## config.mk

```make
export PLATFORM = sky130hd
export DESIGN_NAME = connection_handshake_table
export DESIGN_NICKNAME = d
export VERILOG_FILES = /design/src/rtl/cht_pkg.sv /design/src/rtl/cht_table.sv /design/src/rtl/cht_seq.sv /design/src/rtl/connection_handshake_table.sv
export SDC_FILE = /design/constraint.sdc
export NUM_CORES = 1
export LEC_CHECK = 0
export BUFFER_PORTS_ARGS = -buffer_cell sky130_fd_sc_hd__buf_4
export CAP_MARGIN = 30
export CORE_MARGIN = 4
export CORE_UTILIZATION = 30
export CTS_CLUSTER_SIZE = 30
export DETAILED_ROUTE_END_ITERATION = 10
export MAX_ROUTING_LAYER = met4
export PLACE_DENSITY = 0.5
export SYNTH_ARGS = -nofsm -noshare
export SYNTH_HDL_FRONTEND = slang
export SYNTH_SLANG_ARGS = --single-unit
```

## constraint.sdc

```tcl
create_clock -name clk_i -period 16.47 [get_ports clk_i]
set_input_delay 2.4705 -clock clk_i [delete_from_list [all_inputs] [get_ports clk_i]]
set_output_delay 2.4705 -clock clk_i [all_outputs]
set_load 0.01 [all_outputs]
```

## src/rtl/cht_pkg.sv

```systemverilog
`default_nettype none

package cht_pkg;

  // table size and per-request result cap
  localparam int SLOTS       = 8;
  localparam int MAX_RESULTS = 8;
  localparam int IDX_W       = (SLOTS > 1) ? $clog2(SLOTS) : 1;
  localparam int CNT_W       = $clog2(MAX_RESULTS + 1);

  // fixed field widths
  localparam int MODE_W = 3;
  localparam int SLOT_W = 3;
  localparam int PORT_W = 16;
  localparam int SEG_W  = 2;
  localparam int KIND_W = 4;
  localparam int TRY_W  = 8;

  // configuration register indexes
  localparam logic CFG_SYN_LIMIT = 1'b0;
  localparam logic CFG_FIN_LIMIT = 1'b1;
  localparam logic [TRY_W-1:0] SYN_LIMIT_RST = 8'd5;
  localparam logic [TRY_W-1:0] FIN_LIMIT_RST = 8'd5;

  // segment types
  localparam logic [SEG_W-1:0] SEG_SYN    = 2'd0;
  localparam logic [SEG_W-1:0] SEG_SYNACK = 2'd1;
  localparam logic [SEG_W-1:0] SEG_FIN    = 2'd2;
  localparam logic [SEG_W-1:0] SEG_FINACK = 2'd3;

  typedef enum logic [MODE_W-1:0] {
    MODE_OPEN    = 3'd0,
    MODE_CONNECT = 3'd1,
    MODE_DISCON  = 3'd2,
    MODE_CLOSE   = 3'd3,
    MODE_RECV    = 3'd4,
    MODE_TICK    = 3'd5
  } mode_e;

  typedef enum logic [KIND_W-1:0] {
    KIND_OPENED     = 4'd0,
    KIND_FULL       = 4'd1,
    KIND_SEND       = 4'd2,
    KIND_CONN_OK    = 4'd3,
    KIND_CONN_FAIL  = 4'd4,
    KIND_DISC_OK    = 4'd5,
    KIND_DISC_FAIL  = 4'd6,
    KIND_CLOSED     = 4'd7,
    KIND_CLOSE_FAIL = 4'd8,
    KIND_BAD_SLOT   = 4'd9
  } kind_e;

  typedef enum logic [1:0] {
    CONN_CLOSED  = 2'd0,
    CONN_SYNSENT = 2'd1,
    CONN_EST     = 2'd2,
    CONN_FINWAIT = 2'd3
  } conn_e;

  typedef enum logic [1:0] {
    WAIT_NONE    = 2'd0,
    WAIT_CONNECT = 2'd1,
    WAIT_DISCON  = 2'd2
  } wait_e;

  typedef enum logic {
    ST_IDLE = 1'b0,
    ST_RUN  = 1'b1
  } seq_state_e;

  typedef struct packed {
    logic              used;
    conn_e             conn;
    logic [PORT_W-1:0] lport;
    logic [PORT_W-1:0] rport;
    logic [TRY_W-1:0]  tries;
    wait_e             wt;
  } entry_t;

  typedef struct packed {
    logic             we;
    logic [IDX_W-1:0] idx;
    entry_t           ent;
  } tbl_wr_t;

  typedef struct packed {
    kind_e             kind;
    logic [SLOT_W-1:0] slot;
    logic [SEG_W-1:0]  stype;
    logic [PORT_W-1:0] src;
    logic [PORT_W-1:0] dst;
    logic              last;
  } result_t;

endpackage

`default_nettype wire

```

## src/rtl/cht_table.sv

```systemverilog
`default_nettype none

module cht_table (
  input  wire logic                      clk_i,
  input  wire logic                      rst_ni,
  input  wire logic [cht_pkg::IDX_W-1:0] rd_idx_i,
  output cht_pkg::entry_t                rd_o,
  output logic [cht_pkg::SLOTS-1:0]      pend_o,
  input  wire cht_pkg::tbl_wr_t          wr_i
);
  import cht_pkg::*;

  logic              used_q  [SLOTS];
  conn_e             conn_q  [SLOTS];
  logic [TRY_W-1:0]  tries_q [SLOTS];
  wait_e             wt_q    [SLOTS];
  logic [PORT_W-1:0] lport_q [SLOTS];
  logic [PORT_W-1:0] rport_q [SLOTS];

  // slot state, cleared on reset
  always_ff @(posedge clk_i or negedge rst_ni) begin
    if (!rst_ni) begin
      for (int i = 0; i < SLOTS; i++) begin
        used_q[i]  <= 1'b0;
        conn_q[i]  <= CONN_CLOSED;
        tries_q[i] <= '0;
        wt_q[i]    <= WAIT_NONE;
      end
    end else if (wr_i.we) begin
      used_q[wr_i.idx]  <= wr_i.ent.used;
      conn_q[wr_i.idx]  <= wr_i.ent.conn;
      tries_q[wr_i.idx] <= wr_i.ent.tries;
      wt_q[wr_i.idx]    <= wr_i.ent.wt;
    end
  end

  // ports are always written on open before use
  always_ff @(posedge clk_i) begin
    if (wr_i.we) begin
      lport_q[wr_i.idx] <= wr_i.ent.lport;
      rport_q[wr_i.idx] <= wr_i.ent.rport;
    end
  end

  // single read port
  always_comb begin
    rd_o.used  = used_q[rd_idx_i];
    rd_o.conn  = conn_q[rd_idx_i];
    rd_o.lport = lport_q[rd_idx_i];
    rd_o.rport = rport_q[rd_idx_i];
    rd_o.tries = tries_q[rd_idx_i];
    rd_o.wt    = wt_q[rd_idx_i];
  end

  // slots with a request waiting for the next tick
  always_comb begin
    for (int i = 0; i < SLOTS; i++) begin
      pend_o[i] = used_q[i] && (wt_q[i] != WAIT_NONE);
    end
  end

endmodule

`default_nettype wire

```

## src/rtl/cht_seq.sv

```systemverilog
`default_nettype none

module cht_seq (
  input  wire logic                       clk_i,
  input  wire logic                       rst_ni,
  input  wire logic                       acc_i,
  output logic                            busy_o,
  input  wire logic [cht_pkg::MODE_W-1:0] mode_i,
  input  wire logic [cht_pkg::SLOT_W-1:0] slot_i,
  input  wire logic [cht_pkg::PORT_W-1:0] port_i,
  input  wire logic [cht_pkg::SEG_W-1:0]  seg_type_i,
  input  wire logic [cht_pkg::TRY_W-1:0]  syn_limit_i,
  input  wire logic [cht_pkg::TRY_W-1:0]  fin_limit_i,
  output logic [cht_pkg::IDX_W-1:0]       rd_idx_o,
  input  wire cht_pkg::entry_t            rd_i,
  input  wire logic [cht_pkg::SLOTS-1:0]  pend_i,
  output cht_pkg::tbl_wr_t                wr_o,
  input  wire logic                       out_free_i,
  output logic                            emit_o,
  output cht_pkg::result_t                res_o
);
  import cht_pkg::*;

  seq_state_e        state_q, state_d;
  logic [MODE_W-1:0] op_q;
  logic [SLOT_W-1:0] slot_q;
  logic [PORT_W-1:0] port_q;
  logic [SEG_W-1:0]  stype_q;
  logic [IDX_W-1:0]  idx_q;
  logic [CNT_W-1:0]  cnt_q;
  logic [SLOTS-1:0]  pend_q;

  logic done, step, direct, last_idx, bad_slot, higher, last_res;

  assign busy_o   = (state_q != ST_IDLE);
  assign direct   = (op_q == MODE_CONNECT) || (op_q == MODE_DISCON) || (op_q == MODE_CLOSE);
  assign rd_idx_o = direct ? IDX_W'(slot_q) : idx_q;
  assign last_idx = (idx_q == IDX_W'(SLOTS - 1));
  assign bad_slot = (32'(slot_q) >= SLOTS);
  assign higher   = ((pend_q >> idx_q) >> 1) != '0;
  assign last_res = !higher || (cnt_q == CNT_W'(MAX_RESULTS - 1));

  // next state
  always_comb begin
    state_d = state_q;
    unique case (state_q)
      ST_IDLE: if (acc_i) state_d = ST_RUN;
      ST_RUN:  if (done)  state_d = ST_IDLE;
    endcase
  end

  // per-cycle action of the shared slot unit
  always_comb begin
    done       = 1'b0;
    step       = 1'b0;
    emit_o     = 1'b0;
    res_o      = '0;
    res_o.slot = SLOT_W'(rd_idx_o);
    wr_o.we    = 1'b0;
    wr_o.idx   = rd_idx_o;
    wr_o.ent   = rd_i;
    if (state_q == ST_RUN) begin
      unique case (op_q)
        MODE_OPEN: begin
          if (!rd_i.used) begin
            if (out_free_i) begin
              emit_o        = 1'b1;
              res_o.kind    = KIND_OPENED;
              res_o.last    = 1'b1;
              wr_o.we       = 1'b1;
              wr_o.ent.used = 1'b1;
              wr_o.ent.conn = CONN_CLOSED;
              wr_o.ent.lport = port_q;
              wr_o.ent.rport = '0;
              wr_o.ent.tries = '0;
              wr_o.ent.wt    = WAIT_NONE;
              done          = 1'b1;
            end
          end else if (last_idx) begin
            if (out_free_i) begin
              emit_o     = 1'b1;
              res_o.kind = KIND_FULL;
              res_o.slot = '0;
              res_o.last = 1'b1;
              done       = 1'b1;
            end
          end else begin
            step = 1'b1;
          end
        end
        MODE_CONNECT, MODE_DISCON: begin
          if (out_free_i) begin
            emit_o     = 1'b1;
            res_o.last = 1'b1;
            res_o.slot = slot_q;
            done       = 1'b1;
            if (bad_slot || !rd_i.used) begin
              res_o.kind = KIND_BAD_SLOT;
            end else begin
              res_o.kind     = KIND_SEND;
              res_o.src      = rd_i.lport;
              wr_o.we        = 1'b1;
              wr_o.ent.tries = TRY_W'(1);
              if (op_q == MODE_CONNECT) begin
                res_o.stype    = SEG_SYN;
                res_o.dst      = port_q;
                wr_o.ent.rport = port_q;
                wr_o.ent.conn  = CONN_SYNSENT;
                wr_o.ent.wt    = WAIT_CONNECT;
              end else begin
                res_o.stype   = SEG_FIN;
                res_o.dst     = rd_i.rport;
                wr_o.ent.conn = CONN_FINWAIT;
                wr_o.ent.wt   = WAIT_DISCON;
              end
            end
          end
        end
        MODE_CLOSE: begin
          if (out_free_i) begin
            emit_o     = 1'b1;
            res_o.last = 1'b1;
            res_o.slot = slot_q;
            done       = 1'b1;
            if (bad_slot) begin
              res_o.kind = KIND_BAD_SLOT;
            end else if (!rd_i.used) begin
              res_o.kind = KIND_CLOSE_FAIL;
            end else begin
              res_o.kind     = KIND_CLOSED;
              wr_o.we        = 1'b1;
              wr_o.ent.used  = 1'b0;
              wr_o.ent.conn  = CONN_CLOSED;
              wr_o.ent.wt    = WAIT_NONE;
              wr_o.ent.tries = '0;
            end
          end
        end
        MODE_RECV: begin
          // first used slot whose local port matches
          if (rd_i.used && (rd_i.lport == port_q)) begin
            done = 1'b1;
            if ((stype_q == SEG_SYNACK) && (rd_i.conn == CONN_SYNSENT)) begin
              wr_o.we       = 1'b1;
              wr_o.ent.conn = CONN_EST;
            end else if ((stype_q == SEG_FINACK) && (rd_i.conn == CONN_FINWAIT)) begin
              wr_o.we       = 1'b1;
              wr_o.ent.conn = CONN_CLOSED;
            end
          end else if (last_idx) begin
            done = 1'b1;
          end else begin
            step = 1'b1;
          end
        end
        MODE_TICK: begin
          if (pend_q[idx_q]) begin
            if (out_free_i) begin
              emit_o     = 1'b1;
              res_o.last = last_res;
              done       = last_res;
              step       = !last_res;
              wr_o.we    = 1'b1;
              if (rd_i.wt == WAIT_CONNECT) begin
                if (rd_i.conn == CONN_EST) begin
                  res_o.kind  = KIND_CONN_OK;
                  wr_o.ent.wt = WAIT_NONE;
                end else if (rd_i.tries < syn_limit_i) begin
                  res_o.kind     = KIND_SEND;
                  res_o.stype    = SEG_SYN;
                  res_o.src      = rd_i.lport;
                  res_o.dst      = rd_i.rport;
                  wr_o.ent.tries = rd_i.tries + TRY_W'(1);
                end else begin
                  res_o.kind    = KIND_CONN_FAIL;
                  wr_o.ent.conn = CONN_CLOSED;
                  wr_o.ent.wt   = WAIT_NONE;
                end
              end else begin
                if (rd_i.conn == CONN_CLOSED) begin
                  res_o.kind  = KIND_DISC_OK;
                  wr_o.ent.wt = WAIT_NONE;
                end else if (rd_i.tries < fin_limit_i) begin
                  res_o.kind     = KIND_SEND;
                  res_o.stype    = SEG_FIN;
                  res_o.src      = rd_i.lport;
                  res_o.dst      = rd_i.rport;
                  wr_o.ent.tries = rd_i.tries + TRY_W'(1);
                end else begin
                  res_o.kind    = KIND_DISC_FAIL;
                  wr_o.ent.conn = CONN_CLOSED;
                  wr_o.ent.wt   = WAIT_NONE;
                end
              end
            end
          end else if (last_idx) begin
            done = 1'b1;
          end else begin
            step = 1'b1;
          end
        end
        default: done = 1'b1;
      endcase
    end
  end

  // control registers
  always_ff @(posedge clk_i or negedge rst_ni) begin
    if (!rst_ni) begin
      state_q <= ST_IDLE;
      op_q    <= '0;
      idx_q   <= '0;
      cnt_q   <= '0;
      pend_q  <= '0;
    end else begin
      state_q <= state_d;
      if (acc_i) begin
        op_q   <= mode_i;
        idx_q  <= '0;
        cnt_q  <= '0;
        pend_q <= pend_i;
      end else begin
        if (step) idx_q <= idx_q + IDX_W'(1);
        if (emit_o) cnt_q <= cnt_q + CNT_W'(1);
      end
    end
  end

  // request word
  always_ff @(posedge clk_i) begin
    if (acc_i) begin
      slot_q  <= slot_i;
      port_q  <= port_i;
      stype_q <= seg_type_i;
    end
  end

  a_emit_free: assert property (@(posedge clk_i) disable iff (!rst_ni)
    emit_o |-> out_free_i) else $error("result word issued into a full output register");
  a_idle_nowr: assert property (@(posedge clk_i) disable iff (!rst_ni)
    (state_q == ST_IDLE) |-> !wr_o.we) else $error("table written while idle");
  a_last_done: assert property (@(posedge clk_i) disable iff (!rst_ni)
    (emit_o && res_o.last) |=> (state_q == ST_IDLE))
    else $error("sequencer still busy after final result word");
  a_acc_idle: assert property (@(posedge clk_i) disable iff (!rst_ni)
    acc_i |-> (state_q == ST_IDLE)) else $error("request accepted while busy");

endmodule

`default_nettype wire

```

## src/rtl/connection_handshake_table.sv

```systemverilog
`default_nettype none

// Client connection slot table. One request word is taken at a time; in_stall_o stays high
// until the request has finished. Connect, disconnect and close address one slot; open,
// received segment and timer tick walk the table one slot per cycle, unless held by the
// output register, through a single shared read/compare unit, visiting up to SLOTS (8)
// slots. A tick gives one result word per pending slot, the last one flagged by last_o.
// Each result word sits in an output register, and the walk pauses at a slot that issues
// a word while that register is full and out_stall_i is high.
module connection_handshake_table (
  input  wire logic                       clk_i,
  input  wire logic                       rst_ni,
  // configuration
  input  wire logic                       cfg_we_i,
  input  wire logic                       cfg_idx_i,
  input  wire logic [cht_pkg::TRY_W-1:0]  cfg_data_i,
  // request channel
  input  wire logic                       in_valid_i,
  output logic                            in_stall_o,
  input  wire logic [cht_pkg::MODE_W-1:0] mode_i,
  input  wire logic [cht_pkg::SLOT_W-1:0] slot_i,
  input  wire logic [cht_pkg::PORT_W-1:0] port_i,
  input  wire logic [cht_pkg::SEG_W-1:0]  seg_type_i,
  // result channel
  output logic                            out_valid_o,
  input  wire logic                       out_stall_i,
  output logic [cht_pkg::KIND_W-1:0]      kind_o,
  output logic [cht_pkg::SLOT_W-1:0]      slot_out_o,
  output logic [cht_pkg::SEG_W-1:0]       send_type_o,
  output logic [cht_pkg::PORT_W-1:0]      src_port_o,
  output logic [cht_pkg::PORT_W-1:0]      dst_port_o,
  output logic                            last_o
);
  import cht_pkg::*;

  logic [TRY_W-1:0] syn_limit_q, fin_limit_q;
  logic             busy, acc, out_free, emit, out_valid_q;
  logic [IDX_W-1:0] rd_idx;
  entry_t           rd;
  logic [SLOTS-1:0] pend;
  tbl_wr_t          wr;
  result_t          res, res_q;

  assign in_stall_o = busy;
  assign acc        = in_valid_i && !busy;
  assign out_free   = !out_valid_q || !out_stall_i;

  // retry limits
  always_ff @(posedge clk_i or negedge rst_ni) begin
    if (!rst_ni) begin
      syn_limit_q <= SYN_LIMIT_RST;
      fin_limit_q <= FIN_LIMIT_RST;
    end else if (cfg_we_i) begin
      unique case (cfg_idx_i)
        CFG_SYN_LIMIT: syn_limit_q <= cfg_data_i;
        CFG_FIN_LIMIT: fin_limit_q <= cfg_data_i;
      endcase
    end
  end

  cht_table u_table (
    .clk_i    (clk_i),
    .rst_ni   (rst_ni),
    .rd_idx_i (rd_idx),
    .rd_o     (rd),
    .pend_o   (pend),
    .wr_i     (wr)
  );

  cht_seq u_seq (
    .clk_i       (clk_i),
    .rst_ni      (rst_ni),
    .acc_i       (acc),
    .busy_o      (busy),
    .mode_i      (mode_i),
    .slot_i      (slot_i),
    .port_i      (port_i),
    .seg_type_i  (seg_type_i),
    .syn_limit_i (syn_limit_q),
    .fin_limit_i (fin_limit_q),
    .rd_idx_o    (rd_idx),
    .rd_i        (rd),
    .pend_i      (pend),
    .wr_o        (wr),
    .out_free_i  (out_free),
    .emit_o      (emit),
    .res_o       (res)
  );

  // output register
  always_ff @(posedge clk_i or negedge rst_ni) begin
    if (!rst_ni) begin
      out_valid_q <= 1'b0;
    end else if (out_free) begin
      out_valid_q <= emit;
    end
  end

  always_ff @(posedge clk_i) begin
    if (out_free && emit) res_q <= res;
  end

  assign out_valid_o = out_valid_q;
  assign kind_o      = res_q.kind;
  assign slot_out_o  = res_q.slot;
  assign send_type_o = res_q.stype;
  assign src_port_o  = res_q.src;
  assign dst_port_o  = res_q.dst;
  assign last_o      = res_q.last;

endmodule

`default_nettype wire

```

# Yosys cells after proc, flatten, opt, wreduce, memory -nomap -nowiden
# Memories as Yosys holds them, arrays and structs flattened.
# Cells that the tools add are included.
op_classes:
  addsub: 3
  magnitude_cmp: 5
  n_eq_ne: 14
  shifts: 1
  muxes: 130
  n_bitwise: 3
  reduce_logical: 40
ops:
  columns: ["cell", "n"]
  rows:
  - ["$mux W34", 5]
  - ["$mux W45", 3]
  - ["$mux W35", 2]
  - ["$pmux W34 S2", 1]
  - ["$bwmux W64", 1]
  - ["$mux W8", 7]
  - ["$mux W26", 2]
  - ["$mux W10", 5]
  - ["$mux W2", 25]
  - ["$mux W42", 1]
  - ["$pmux W10 S4", 1]
  - ["$mux W38", 1]
  - ["$mux W4", 9]
  - ["$bwmux W16", 2]
  - ["$mux W16", 2]
  - ["$mux W32", 1]
  - ["$pmux W16 S2", 1]
  - ["$mux W1", 31]
  - ["$mux W3", 9]
  - ["$bmux W8 S3", 1]
  - ["$demux W8 S3", 1]
  - ["$reduce_bool A2 Y1", 10]
  - ["$eq A16 B16 Y1", 1]
  - ["$lt A8 B8 Y1", 2]
  - ["36 further kinds", 72]
totals:
  ff_bits: 203
  ramBits: 256
  input_bits: 38
  out_inout_bits: 44
  elab_cells: 247
  mem_count: 2
memory_table:
  columns: ["memory", "words", "word_bits", "rd", "rd_clocked_by_memory_dff", "write_ports", "line", "rtl"]
  rows:
  - ["u_table.lport_q", 8, 16, 1, 0, 1, "cht_table.sv:17", "logic [PORT_W-1:0] lport_q [SLOTS];"]
  - ["u_table.rport_q", 8, 16, 1, 0, 1, "cht_table.sv:18", "logic [PORT_W-1:0] rport_q [SLOTS];"]

# Depth between registers and ports, before layout
# Gate-level depths: netlist of the first run.
depth:
  depth_word: 17
  ltp_mapped: 22

# Cells and area by module
# A second synthesis of the first run with hierarchy kept.
unflattened:
  cells_unflattened: 1185
  area_unflattened_um2: 20608.5
by_module_without_submodules:
  columns: ["mod", "n_inst", "cells_each", "area_per_inst_um2", "seq_area_each_um2"]
  rows:
  - ["cht_table", 1, 655, 14751.6, 10289.9]
  - ["cht_seq", 1, 448, 3901.2, 1106.1]
  - ["connection_handshake_table", 1, 82, 1955.6, 1691.6]

# Least setup slack after synthesis of the first run
# No wires, ideal clock.
synth_timing:
  kind: "register to register"
  from: "register u_seq.op_q[1]"
  to: "register u_table.tries_q[13] (netlist name)"
  setup_ns: 0.125
  t_arrival_ns: 5.213
  setup_slack_ns: 11.133
  path_stages_with_launch: 20
  path_buffers: 4
  period_less_slack_ns: 5.337
  cell_sequence: "dfrtp_1 -> o21bai_2 -> buf_4 -> buf_4 -> buf_2 -> buf_2 -> mux2i_1 -> o22ai_1 -> nor4_1 -> ha_1 -> a21o_1 -> a21o_1 -> a211oi_1 -> and3b_1 -> a21oi_1 -> mux2_2 -> a2111oi_1 -> a211oi_1 -> a211o_1 -> mux2_2"
synth_between:
  elab_chain_cells: 17
synth_lines:
  columns: ["element", "line", "rtl"]
  rows:
  - ["start, declared", "cht_seq.sv:25", "logic [MODE_W-1:0] op_q;"]
  - ["start signal, assigned", "cht_seq.sv:218", "op_q <= mode_i;"]
  - ["$eq A3 B1 Y1 or $eq A3 B2 Y1 (tied branches)", "cht_seq.sv:36, cht_seq.sv:63", null]
  - ["$logic_or A1 B1 Y1 (2 in a row)", "cht_seq.sv:36", "assign direct = (op_q == MODE_CONNECT) || (op_q == MODE_DISCON) || (op_q == MODE_CLOSE);"]
  - ["$mux W3", "cht_seq.sv:37", "assign rd_idx_o = direct ? IDX_W'(slot_q) : idx_q;"]
  - ["$not A3 Y4 (not written as such)", null, null]
  - ["$bmux W8 S3", "cht_table.sv:51", "rd_o.tries = tries_q[rd_idx_i];"]
  - ["$mux W8 (not written as such) (2 in a row)", "cht_table.sv:51", null]
  - ["$add A8 B1 Y8 (tied with other cells)", "cht_seq.sv:173, cht_seq.sv:188", null]
  - ["$mux W8, on equally long branches", "cht_seq.sv:183, cht_seq.sv:168", null]
  - ["$mux W8, on equally long branches", "cht_seq.sv:180, cht_seq.sv:165", null]
  - ["$mux W10", "cht_seq.sv:164", "if (rd_i.wt == WAIT_CONNECT) begin"]
  - ["$mux W10", "cht_seq.sv:158", "if (out_free_i) begin"]
  - ["$mux W10", "cht_seq.sv:157", "if (pend_q[idx_q]) begin"]
  - ["$pmux W10 S4", "cht_seq.sv:63", "unique case (op_q)"]
  - ["$mux W45", "cht_seq.sv:62", "if (state_q == ST_RUN) begin"]
  - ["$bwmux W64", "cht_table.sv:32", "tries_q[wr_i.idx] <= wr_i.ent.tries;"]
  - ["end signal, assigned by index", "cht_table.sv:32", null]
  - ["end, declared", "cht_table.sv:15", "logic [TRY_W-1:0] tries_q [SLOTS];"]
# Parallel ways exist; a longest one is shown, timed or not. The select of a mux whose other input is x is not followed.
# A chain may end at the register's enable or synchronous reset.

# Final worst setup path of the first run
layout_timing:
  from: "register u_seq.op_q[2]"
  to: "register u_table.tries_q[44] (netlist name)"
# The elaborated chain is that of the path after synthesis.

==> metrics.csv, run 1 <==
stage;metric;value;unit
route;DR DRC count;0;
sta;post-layout min period;7.055;ns
sta;slew of the pin with the lowest slew margin;0.9988;ns
cts;post-cts resize count;0;
placement;DP Worst Slack;9.530;ns
finish;post-route insts no fill;2683;
synth;synthesized flop and latch total;458;
grt;grt ovf;0;
die;Site Rows;96;
synth;synthesized area;21070;sq um
route;routed wire length;66.78;mm
min_path;Worst Hold Launch;u_seq.cnt_q[3];
finish;fill cell count;6732;
worst_setup_path;RR Endpoint;u_table.tries_q[44];
cts;Clock Root Buffer;clkbuf_16;
sta;crit share post-route;42.84;%
worst_setup_path;crit-path cells;buf_4, o21bai_4, buf_4, mux2i_1, o22ai_1, nor4_1, ha_1, a21oi_1, nor2_1, a211oi_1, nand4_1, o21a_1, mux2_2, a2111oi_1, a211oi_1, a211o_1, mux2_2;
grt;GRT busiest layer;met2;
finish;diode count;0;
route;via count;14770;
finish;most common cell after layout, fill and taps aside;edfxtp_1;
worst_setup_path;Top delay family on crit path;compound AO/OA/AOI/OAI gates;
min_path;worst hold endpoint;u_seq.cnt_q[3];
min_path;Worst Hold Path Cells;1;
sta;Max transition margin;32.85;%
die;I/O Pins;82;
route;drt via density;5.505;
cts;maximum clock path buffer count;3;
finish;Final #Nets;1774;
finish;commonest non-fill, non-tap cells in the layout;edfxtp_1, dfrtp_1, buf_4, nand2_1, mux2_2;
placement;DP Wirelength;42.76;mm
sta;max-slew violations;0;
worst_setup_path;Critical Path AT;7.53;ns
flow_run;max cap viols;0;
sta;final setup vio count;0;
sta;Hold Vio Cnt, Final;0;
cts;htree depth;2;
finish;share of cells above drive strength 1;19.46;%
die;Die Wd;273.0;um
pwr;leakage;9.106;nW
cts;Post-CTS Setup Inserts;0;
placement;Placed Cells incl. Taps;2598;
finish;fin area;24410;sq um
worst_setup_path;startpoint types;flop;
cts;clock latency at the later pin of the worst-skew pair;0.60;ns
worst_setup_path;crit path buf inv count;2;
worst_setup_path;Crit Path Category;flop to flop;
route;first-pass detailed-route iteration total;8;
grt;global-route wire length before repair;98.68;mm
die;Initial Utilization;30.51;%
cts;Num CTS Buffers;49;
worst_setup_path;Reg2Reg Depth;17;
synth;synth warn;0;
die;Die Height;273.0;um
sta;TNS Setup;0;ns
synth;top_reg_cell synth;edfxtp_1;
placement;Placed Area;22810;sq um
synth;Mean Syn Cell Area;12.82;sq um
worst_setup_path;worst r2r src;u_seq.op_q[2];
finish;Storage cell area;13060;sq um
worst_setup_path;Stages on worst setup path;17;
pwr;Max IR drop VDD;0.00009160;V
worst_setup_path;critical path peak fanout;57;
worst_setup_path;Crit-path slowest cell;mux2i_1;
sta;PnR worst setup slack;9.415;ns
grt;initial antenna violation count;0;
synth;post-synthesis cell type count;87;
finish;Area Overhead vs Synth;15.85;%
grt;met2 usage;27.15;%
route;DR WL/cell;24.89;um
synth;Synth area leader;edfxtp_1;
synth;sequential area share after synthesis;61.97;%
finish;Multi-input gate area;7435;sq um
grt;GR Util met3;3.424;%
grt;GRT Util Overall;18.08;%
route;Iter 0 DRT Violations;1557;
min_path;Min-Delay Path Class;flop to flop;
synth;Synth area leaders;edfxtp_1, dfrtp_1, mux2_2;
worst_setup_path;critical path capture point type;flop;
grt;met1 global-route usage;25.20;%
die;Placeable Area;69070;sq um
synth;Mapped Cells;1643;
worst_setup_path;slowest stage delay, CP;0.88;ns
die;die area;74540;sq um
sta;RSZ-0062 raised after global routing;false;
finish;Finished Core Util;35.34;%
cts;CTS tree;yes;
cts;# clock sinks;458;
placement;Placer Congestion;0.8425;
worst_setup_path;flop2flop setup slack;9.41;ns
synth;Async SR Flop Fraction;30.57;%
worst_setup_path;WP data required;16.95;ns
grt;vias in the first global route;14760;
grt;largest net degree at the start of global routing;78;
status;status;completed;
sta;Achievable Freq;0.1417;GHz
sta;clock skew;0.02374;ns
route;Antenna Nets Post-Route;0;
synth;syn nets;1699;
cts;Reg clk slew, reported paths;0.06;ns
synth;Synth top area share;45.32;%
pwr;pwr/cell area;200.9;nW/um^2
placement;Port Buffers;80;
cts;Hold Buf Count CTS;0;
synth;Post-synth EDFFs;318;
==> where the power goes <==
group          internal, mW  leakage [nW]  switching, mW  total (mW)
Clock                 0.640         0.784          0.469        1.11
Sequential             1.65          4.74          0.105        1.76
Combinational         0.641          3.58           1.40        2.04
Total                  2.93          9.11           1.97        4.90
==> how the worst max path moves through the flow <==
stage	end	startpoint
floorplan	u_table.tries_q[13]	u_seq.op_q[1]
global placement	u_table.tries_q[41]	u_seq.op_q[2]
detailed placement	u_table.tries_q[28]	u_seq.op_q[2]
CTS	u_table.tries_q[28]	u_seq.op_q[2]
global route	u_table.tries_q[20]	u_seq.op_q[2]
finish	u_table.tries_q[44]	u_seq.op_q[2]
==> cells by family after synthesis <==
| family | Yosys count | synth area share (%) |
|---|---|---|
| compound gates | 432 | 14.57 |
| flops | 458 | 61.97 |
| mux | 168 | 9.032 |
| fa+ha+maj | 18 | 1.069 |
| other cells | 1 | 0.01780 |
| xor+xnor | 12 | 0.4988 |
| simple gates | 397 | 9.744 |
| buf+inv | 157 | 3.100 |
==> state kept, by name (all words and copies together) (netlist names), 2 cells and up <==
register and count:
u_seq.slot_q 3, u_table.tries_q 64, u_seq.pend_q 8, u_seq.port_q 16, u_seq.cnt_q 4, kind_o 4
dst_port_o 16, u_table.wt_q 16, u_table.conn_q 16, u_seq.op_q 3, u_table.used_q 8, syn_limit_q 8
src_port_o 16, u_table.rport_q 128, fin_limit_q 8, slot_out_o 3, u_seq.idx_q 3, u_seq.stype_q 2
u_table.lport_q 128
==> cells in the mapped netlist, types with 12 or more instances <==
cell / instances
a211oi_1: 14
a21oi_1: 66
a221oi_1: 12
a22o_1: 19
a22oi_1: 97
a31oi_1: 31
and3_1: 17
buf_2: 33
clkbuf_1: 53
dfrtp_1: 136
edfxtp_1: 318
ha_1: 18
inv_1: 53
mux2_1: 12
mux2_2: 105
mux2i_1: 43
nand2_1: 108
nand2b_1: 17
nand3_1: 42
nand4_1: 21
nor2_1: 90
nor2b_1: 12
o21ai_0: 49
o221ai_1: 13
o22ai_1: 36
==> layer usage <==
layer	vias up	wire, um
met2	611	29840
met5	-	0
met4	0	1570
met3	96	4931
li1	6544	-
met1	7519	30440
==> per-stage QoR <==
step,power (mW),hold WS (ns)
2_1_floorplan,3.036,0.4453
4_1_cts,4.918,0.5001
3_3_place_gp,3.758,0.4852
3_5_place_dp,3.794,0.4918
6_report,4.903,0.5008
5_1_grt,5.170,0.5150
==> final cells by class <==
cell class | instances | share of cell area (%)
repair buffers | 127 | 3.911
inverters | 54 | 0.8303
clock inverters | 23 | 1.025
multi-input cells | 1028 | 30.46
clock buffers | 62 | 5.515
flip-flops and latches | 458 | 53.49
well taps | 931 | 4.772
(Power assumes the default switching activity.)
==> inputs of run 2 (changes only) <==
PLACE_DENSITY = 0.51   (was 0.5)
clock period = 6.3 ns   (was 16.47 ns; I/O delays follow)
==> run 2 against run 1 <==
  * First-iteration DRC count grew 1.7%
  * Non-clock buffer count grew 31
  * Cell count grew 1.3%
  * Critical path type unchanged
  * Sequential power grew to 2.6 times the previous value
  * Critical endpoint is now u_table.tries_q[29]
  * Fmax grew 22%
  * Global-route usage grew 0.23 points
  * Total power grew to 2.6 times the previous value
==> metrics.csv, run 2 (synthesis gave the netlist of run 1 again) <==
stage;metric;value;unit;change
status;status;completed;;unchanged
pwr;Max IR drop VDD;0.0002540;V;was 0.00009160 V
sta;post-layout min period;5.773;ns;was 7.055 ns
finish;share of cells above drive strength 1;21.04;%;was 19.46%
cts;maximum clock path buffer count;3;;unchanged
worst_setup_path;Crit Path Category;flop to flop;;unchanged
worst_setup_path;critical path capture point type;flop;;unchanged
cts;# clock sinks;458;;unchanged
die;I/O Pins;82;;unchanged
finish;Final #Nets;1807;;was 1,774
worst_setup_path;flop2flop setup slack;0.53;ns;was 9.41 ns
placement;Placer Congestion;0.8441;;was 0.8425
route;first-pass detailed-route iteration total;5;;was 8
cts;htree depth;2;;unchanged
grt;largest net degree at the start of global routing;82;;was 78
finish;biggest regs;u_table.lport_q: 128 flops, u_table.rport_q: 128 flops, u_table.tries_q: 64 flops;;unchanged
flow_run;max cap viols;0;;unchanged
placement;Port Buffers;80;;unchanged
sta;Hold Vio Cnt, Final;0;;unchanged
worst_setup_path;Reg2Reg Depth;18;;was 17
worst_setup_path;Worst Setup EP;u_table.tries_q[29];;was u_table.tries_q[44]
grt;global-route wire length before repair;100.3;mm;was 98.68 mm
route;Antenna Nets Post-Route;0;;unchanged
route;via count;15040;;was 14,770
route;met2 WL post-DR;30.45;mm;was 29.84 mm
route;routed wl met3;4.410;mm;was 4.931 mm
cts;Reg clk slew, reported paths;0.06;ns;about the same
placement;DP Worst Slack;0.6329;ns;was 9.530 ns
grt;GRT Util Overall;18.31;%;was 18.08%
sta;clock skew;0.01787;ns;was 0.02374 ns
min_path;Min-Delay Path Class;input port to asynchronous set/reset pin;;was flop to flop
cts;Num CTS Buffers;51;;was 49
worst_setup_path;RR Endpoint;u_table.tries_q[29];;was u_table.tries_q[44]
die;Die Height;273.0;um;unchanged
pwr;leakage;9.293;nW;was 9.106 nW
worst_setup_path;WP data required;6.78;ns;was 16.95 ns
grt;grt ovf;0;;unchanged
sta;RSZ-0062 raised after global routing;false;;unchanged
pwr;pwr/cell area;522.7;nW/um^2;was 200.9 nW/um^2
worst_setup_path;startpoint types;flop;;unchanged
cts;CTS tree;yes;;unchanged
finish;commonest non-fill, non-tap cells in the layout;edfxtp_1, buf_4, dfrtp_1, nand2_1, mux2_2;;was edfxtp_1, dfrtp_1, buf_4, nand2_1, mux2_2
placement;DP Wirelength;44.16;mm;was 42.76 mm
die;Placeable Area;69070;sq um;unchanged
route;routed wire length;67.54;mm;was 66.78 mm
placement;Placed Area;23170;sq um;was 22,810 sq um
route;Metal-1 WL;31.47;mm;was 30.44 mm
die;Site Rows;96;;unchanged
finish;fin area;24790;sq um;was 24,410 sq um
sta;final hold slack;0.3540;ns;was 0.5008 ns
worst_setup_path;Critical Path AT;6.25;ns;was 7.53 ns
cts;clock latency at the later pin of the worst-skew pair;0.61;ns;was 0.60 ns
sta;PnR worst setup slack;0.5272;ns;was 9.415 ns
finish;most common cell after layout, fill and taps aside;edfxtp_1;;unchanged
grt;vias in the first global route;15000;;was 14,760
worst_setup_path;critical path peak fanout;34;;was 57
finish;diode count;0;;unchanged
cts;Post-CTS Setup Inserts;0;;unchanged
cts;post-cts resize count;0;;unchanged
finish;Area Overhead vs Synth;17.67;%;was 15.85%
die;Initial Utilization;30.51;%;unchanged
finish;fill cell count;6656;;was 6,732
route;DR WL/cell;24.85;um;was 24.89 um
route;top sig layer;met4;;unchanged
route;drt via density;5.533;;was 5.505
sta;crit share post-route;91.63;%;was 42.84%
worst_setup_path;worst r2r src;u_seq.op_q[1];;was u_seq.op_q[2]
route;DR DRC count;0;;unchanged
cts;Hold Buf Count CTS;0;;unchanged
grt;initial antenna violation count;1;;was 0
worst_setup_path;critical path startpoint;u_seq.op_q[1];;was u_seq.op_q[2]
sta;final setup vio count;0;;unchanged
sta;max-slew violations;0;;unchanged
route;Iter 0 DRT Violations;1583;;was 1,557
sta;slew of the pin with the lowest slew margin;0.9970;ns;was 0.9988 ns
die;Die Wd;273.0;um;unchanged
die;die area;74540;sq um;unchanged
sta;Achievable Freq;0.1732;GHz;was 0.1417 GHz
cts;Clock Root Buffer;clkbuf_16;;unchanged
sta;Max transition margin;33.53;%;was 32.85%
sta;TNS Setup;0;ns;unchanged
-- run 2: cell count changes in the layout (fill, tap and decap cells not counted), moves of 2 or more --
cell	previous run	this run
buf_4	125	147
buf_12	0	10
clkbuf_16	50	54
bufinv_16	4	1
clkbuf_1	7	10
clkinv_1	7	4
clkbuf_8	5	3
clkinv_2	9	11
clkinv_4	1	3
-- run 2: per-layer routing --
layer	vias up	global-route usage, %
li1	6630	-
met1	7700	26.35
met2	623	27.78
met3	87	2.414
met4	0	4.071
met5	-	-
-- run 2: worst min path at each step --
stage,startpoint,to,slack (ns),depth (start not counted)
CTS,rst_ni,u_table.used_q[0],0.39,1
detailed placement,u_seq.cnt_q[3],u_seq.cnt_q[3],0.48,1
finish,rst_ni,u_table.used_q[0],0.35,1
global placement,u_seq.pend_q[0],u_seq.pend_q[0],0.48,2
floorplan,u_seq.pend_q[0],u_seq.pend_q[0],0.45,2
global route,rst_ni,u_table.used_q[0],0.43,1
-- run 2: where the power goes --
| group | leakage [nW] | internal (mW) | switching [mW] |
|---|---|---|---|
| clock | 0.799 | 1.65 | 1.24 |
| sequential | 4.74 | 4.32 | 0.324 |
| combinational | 3.75 | 1.80 | 3.63 |
| total | 9.29 | 7.77 | 5.19 |
-- run 2: stage by stage --
stage	total power, mW	std cells	utilization [%]
final	12.96	2718	35.90
after global routing	13.66	2718	35.90
after CTS	12.99	2718	35.90
after detailed placement	10.06	2629	33.55
after global placement	9.967	2629	33.55
after floorplan	7.938	1643	-
-- run 2: final cells by class --
class | instances | area (sq um) | area share, %
clock inverter | 22 | 188.9 | 0.7620
multi-input combinational | 1028 | 7435 | 29.99
sequential | 458 | 13060 | 52.66
tap | 931 | 1165 | 4.698
inverter | 54 | 202.7 | 0.8175
timing repair buffer | 158 | 1315 | 5.304
clock buffer | 67 | 1430 | 5.768
-- run 2: critical path: stages, from the launching register on --
cell and delay (ns):
dfrtp_1 0.59, o21bai_4 0.63, buf_12 0.31, mux2_2 0.48
o22ai_1 0.15, nand2_1 0.14, nand2_1 0.23, inv_1 0.15
ha_1 0.20, a21oi_1 0.15, nor2_1 0.07, a211oi_1 0.34
and3b_1 0.24, a21oi_1 0.08, mux2_2 0.29, a2111oi_1 0.69
a211oi_1 0.16, a211o_1 0.41, mux2_2 0.30
==> inputs of run 3 (changes only) <==
BUFFER_PORTS_ARGS = -buffer_cell sky130_fd_sc_hd__clkbuf_2   (was -buffer_cell sky130_fd_sc_hd__buf_4)
==> run 3 against run 2 <==
  * Non-clock buffer count increased by 4
  * Count of clock-buffer cells in the layout decreased by 5
  * Critical endpoint is now u_table.tries_q[61]
  * Critical path depth decreased by 1
  * Core utilization decreased by 0.27 points
  * Global-route usage about the same
==> metrics.csv, run 3 (synthesis gave the netlist of run 1 again) <==
stage;metric;value;unit;change
pwr;Max IR drop VDD;0.0002675;V;was 0.0002540 V
die;die area;74540;sq um;unchanged
sta;RSZ-0062 raised after global routing;false;;unchanged
grt;largest net degree at the start of global routing;73;;was 82
route;first-pass detailed-route iteration total;5;;unchanged
cts;Reg clk slew, reported paths;0.06;ns;about the same
cts;post-cts resize count;0;;unchanged
placement;DP Wirelength;44.62;mm;was 44.16 mm
min_path;Min-Delay Path Class;input port to asynchronous set/reset pin;;unchanged
pwr;Psw;5.205;mW;was 5.193 mW
die;Die Wd;273.0;um;unchanged
finish;fin area;24600;sq um;was 24,790 sq um
route;routed wire length;67.90;mm;was 67.54 mm
die;Die Height;273.0;um;unchanged
finish;Multi-input gate area;7435;sq um;unchanged
sta;post-layout min period;5.739;ns;was 5.773 ns
finish;Storage cell area;13060;sq um;unchanged
worst_setup_path;worst r2r src;u_seq.op_q[1];;unchanged
placement;Placer Congestion;0.8529;;was 0.8441
route;Antenna Nets Post-Route;0;;unchanged
grt;global-route wire length before repair;99.52;mm;was 100.3 mm
cts;htree depth;2;;unchanged
finish;biggest regs;u_table.lport_q: 128 flops, u_table.rport_q: 128 flops, u_table.tries_q: 64 flops;;unchanged
cts;Num CTS Buffers;49;;was 51
route;Iter 0 DRT Violations;1592;;was 1,583
worst_setup_path;Critical Path AT;6.21;ns;was 6.25 ns
sta;Achievable Freq;0.1742;GHz;was 0.1732 GHz
grt;vias in the first global route;14870;;was 15,000
route;via count;15070;;was 15,040
sta;final hold slack;0.3711;ns;was 0.3540 ns
route;DR WL/cell;24.91;um;was 24.85 um
worst_setup_path;Crit-path slowest cell;a2111oi_1;;unchanged
pwr;pwr/cell area;526.5;nW/um^2;was 522.7 nW/um^2
pwr;leakage;9.236;nW;was 9.293 nW
cts;clock latency at the later pin of the worst-skew pair;0.59;ns;was 0.61 ns
flow_run;max cap viols;0;;unchanged
cts;Hold Buf Count CTS;0;;unchanged
cts;Post-CTS Setup Inserts;0;;unchanged
worst_setup_path;slowest stage delay, CP;0.69;ns;about the same
pwr;Int Pwr;7.750;mW;was 7.767 mW
worst_setup_path;critical path capture point type;flop;;unchanged
sta;TNS Setup;0;ns;unchanged
finish;Area Overhead vs Synth;16.77;%;was 17.67%
cts;maximum clock path buffer count;3;;unchanged
worst_setup_path;crit-path cells;o21bai_4, buf_12, mux2_2, o22ai_1, nand2_1, nand2_1, inv_1, ha_1, a21o_1, a21oi_1, nand4_1, o21a_1, mux2_2, a2111oi_1, a211oi_1, a211o_1, mux2_2;;was o21bai_4, buf_12, mux2_2, o22ai_1, nand2_1, nand2_1, inv_1, ha_1, a21oi_1, nor2_1, a211oi_1, and3b_1, a21oi_1, mux2_2, a2111oi_1, a211oi_1, a211o_1, mux2_2
sta;clock skew;0.01177;ns;was 0.01787 ns
sta;max-slew violations;0;;unchanged
placement;Port Buffers;80;;unchanged
die;Initial Utilization;30.51;%;unchanged
finish;most common cell after layout, fill and taps aside;edfxtp_1;;unchanged
sta;final setup vio count;0;;unchanged
die;Site Rows;96;;unchanged
sta;crit share post-route;91.10;%;was 91.63%
grt;grt ovf;0;;unchanged
route;drt via density;5.528;;was 5.533
worst_setup_path;startpoint types;flop;;unchanged
die;I/O Pins;82;;unchanged
placement;Placed Area;22990;sq um;was 23,170 sq um
worst_setup_path;WP data required;6.77;ns;was 6.78 ns
pwr;clock share of power;22.4;%;was 22.3%
cts;# clock sinks;458;;unchanged
grt;GRT Util Overall;18.28;%;was 18.31%
pwr;sequential share of power;35.9;%;was 35.8%
grt;initial antenna violation count;2;;was 1
route;DR DRC count;0;;unchanged
worst_setup_path;Crit Path Category;flop to flop;;unchanged
sta;Max transition margin;32.63;%;was 33.53%
die;Placeable Area;69070;sq um;unchanged
worst_setup_path;CP dominant cell by count;mux2_2;;unchanged
sta;slew of the pin with the lowest slew margin;0.9909;ns;was 0.9970 ns
worst_setup_path;flop2flop setup slack;0.56;ns;was 0.53 ns
sta;Hold Vio Cnt, Final;0;;unchanged
finish;commonest non-fill, non-tap cells in the layout;edfxtp_1, dfrtp_1, nand2_1, mux2_2, a22oi_1;;was edfxtp_1, buf_4, dfrtp_1, nand2_1, mux2_2
finish;fill cell count;6719;;was 6,656
worst_setup_path;Reg2Reg Depth;17;;was 18
worst_setup_path;RR Endpoint;u_table.tries_q[61];;was u_table.tries_q[29]
pwr;Comb pwr share;41.7;%;was 41.9%
finish;Final #Nets;1809;;was 1,807
worst_setup_path;critical path peak fanout;44;;was 34
finish;share of cells above drive strength 1;20.80;%;was 21.04%
status;status;completed;;unchanged
cts;CTS tree;yes;;unchanged
cts;Clock Root Buffer;clkbuf_16;;unchanged
pwr;Sw Ratio;40.18;%;was 40.07%
[run 3: cell types whose count changed in the layout (fill, tap and decap cells not counted), sizes merged]
| cell | before | now |
|---|---|---|
| clkinvlp | 1 | 2 |
| clkinv | 19 | 23 |
| buf | 158 | 83 |
| diode | 0 | 2 |
| bufinv | 1 | 5 |
| clkbuf | 67 | 141 |
| inv | 55 | 53 |
[run 3: critical path: cells and delay by family (launching register included)]
family / cells / cell delay, ns
DFF: 1 / 0.58
adders and majority gates: 1 / 0.32
AOI/OAI and AO/OA: 8 / 2.65
and+or+nand+nor: 3 / 0.46
buffers and inverters: 2 / 0.49
muxes: 3 / 1.08
[run 3: cell type report]
| class | count | share of cell area, % |
|---|---|---|
| tap | 931 | 4.734 |
| clock buffer | 62 | 5.304 |
| sequential | 458 | 53.07 |
| multi-input combinational | 1028 | 30.22 |
| timing repair buffer | 162 | 4.612 |
| inverter | 54 | 0.8238 |
| antenna | 2 | 0.02034 |
| clock inverter | 29 | 1.220 |
[run 3: metal layers]
layer	vias up	share of wire [%]	GRT usage, %
met5	-	0	-
met4	0	2.1	4.820
met3	115	8.8	4.425
met2	656	44	27.24
met1	7667	45	25.11
li1	6630	-	-
[run 3: worst max-delay path by stage]
stage                        from             endpoint  slack (ns)  cells after the start
floorplan           u_seq.op_q[1]  u_table.tries_q[13]        0.96                     19
detailed placement  u_seq.op_q[1]  u_table.tries_q[61]        0.62                     17
CTS                 u_seq.op_q[1]  u_table.tries_q[61]        0.62                     17
global route        u_seq.op_q[1]  u_table.tries_q[37]        0.16                     18
finish              u_seq.op_q[1]  u_table.tries_q[61]        0.56                     17
global placement    u_seq.op_q[1]  u_table.tries_q[51]        0.75                     18
[run 3: stage by stage]
step | utilization [%] | cells | power, mW | worst slack, ns
2_1_floorplan | - | 1643 | 7.938 | 0.9627
3_3_place_gp | 33.29 | 2633 | 9.945 | 0.7476
3_5_place_dp | 33.29 | 2633 | 10.04 | 0.6199
4_1_cts | 35.62 | 2724 | 12.97 | 0.6214
5_1_grt | 35.63 | 2726 | 13.64 | 0.1644
6_report | 35.63 | 2726 | 12.96 | 0.5606
[run 3: power groups by stage]
stage	clock [mW]	sequential (mW)	combinational, mW
final	2.90	4.65	5.40
after global routing	3.08	4.69	5.87
after CTS	2.96	4.64	5.37
after detailed placement	0	4.69	5.35
after global placement	0	4.69	5.26
after floorplan	0	4.57	3.37
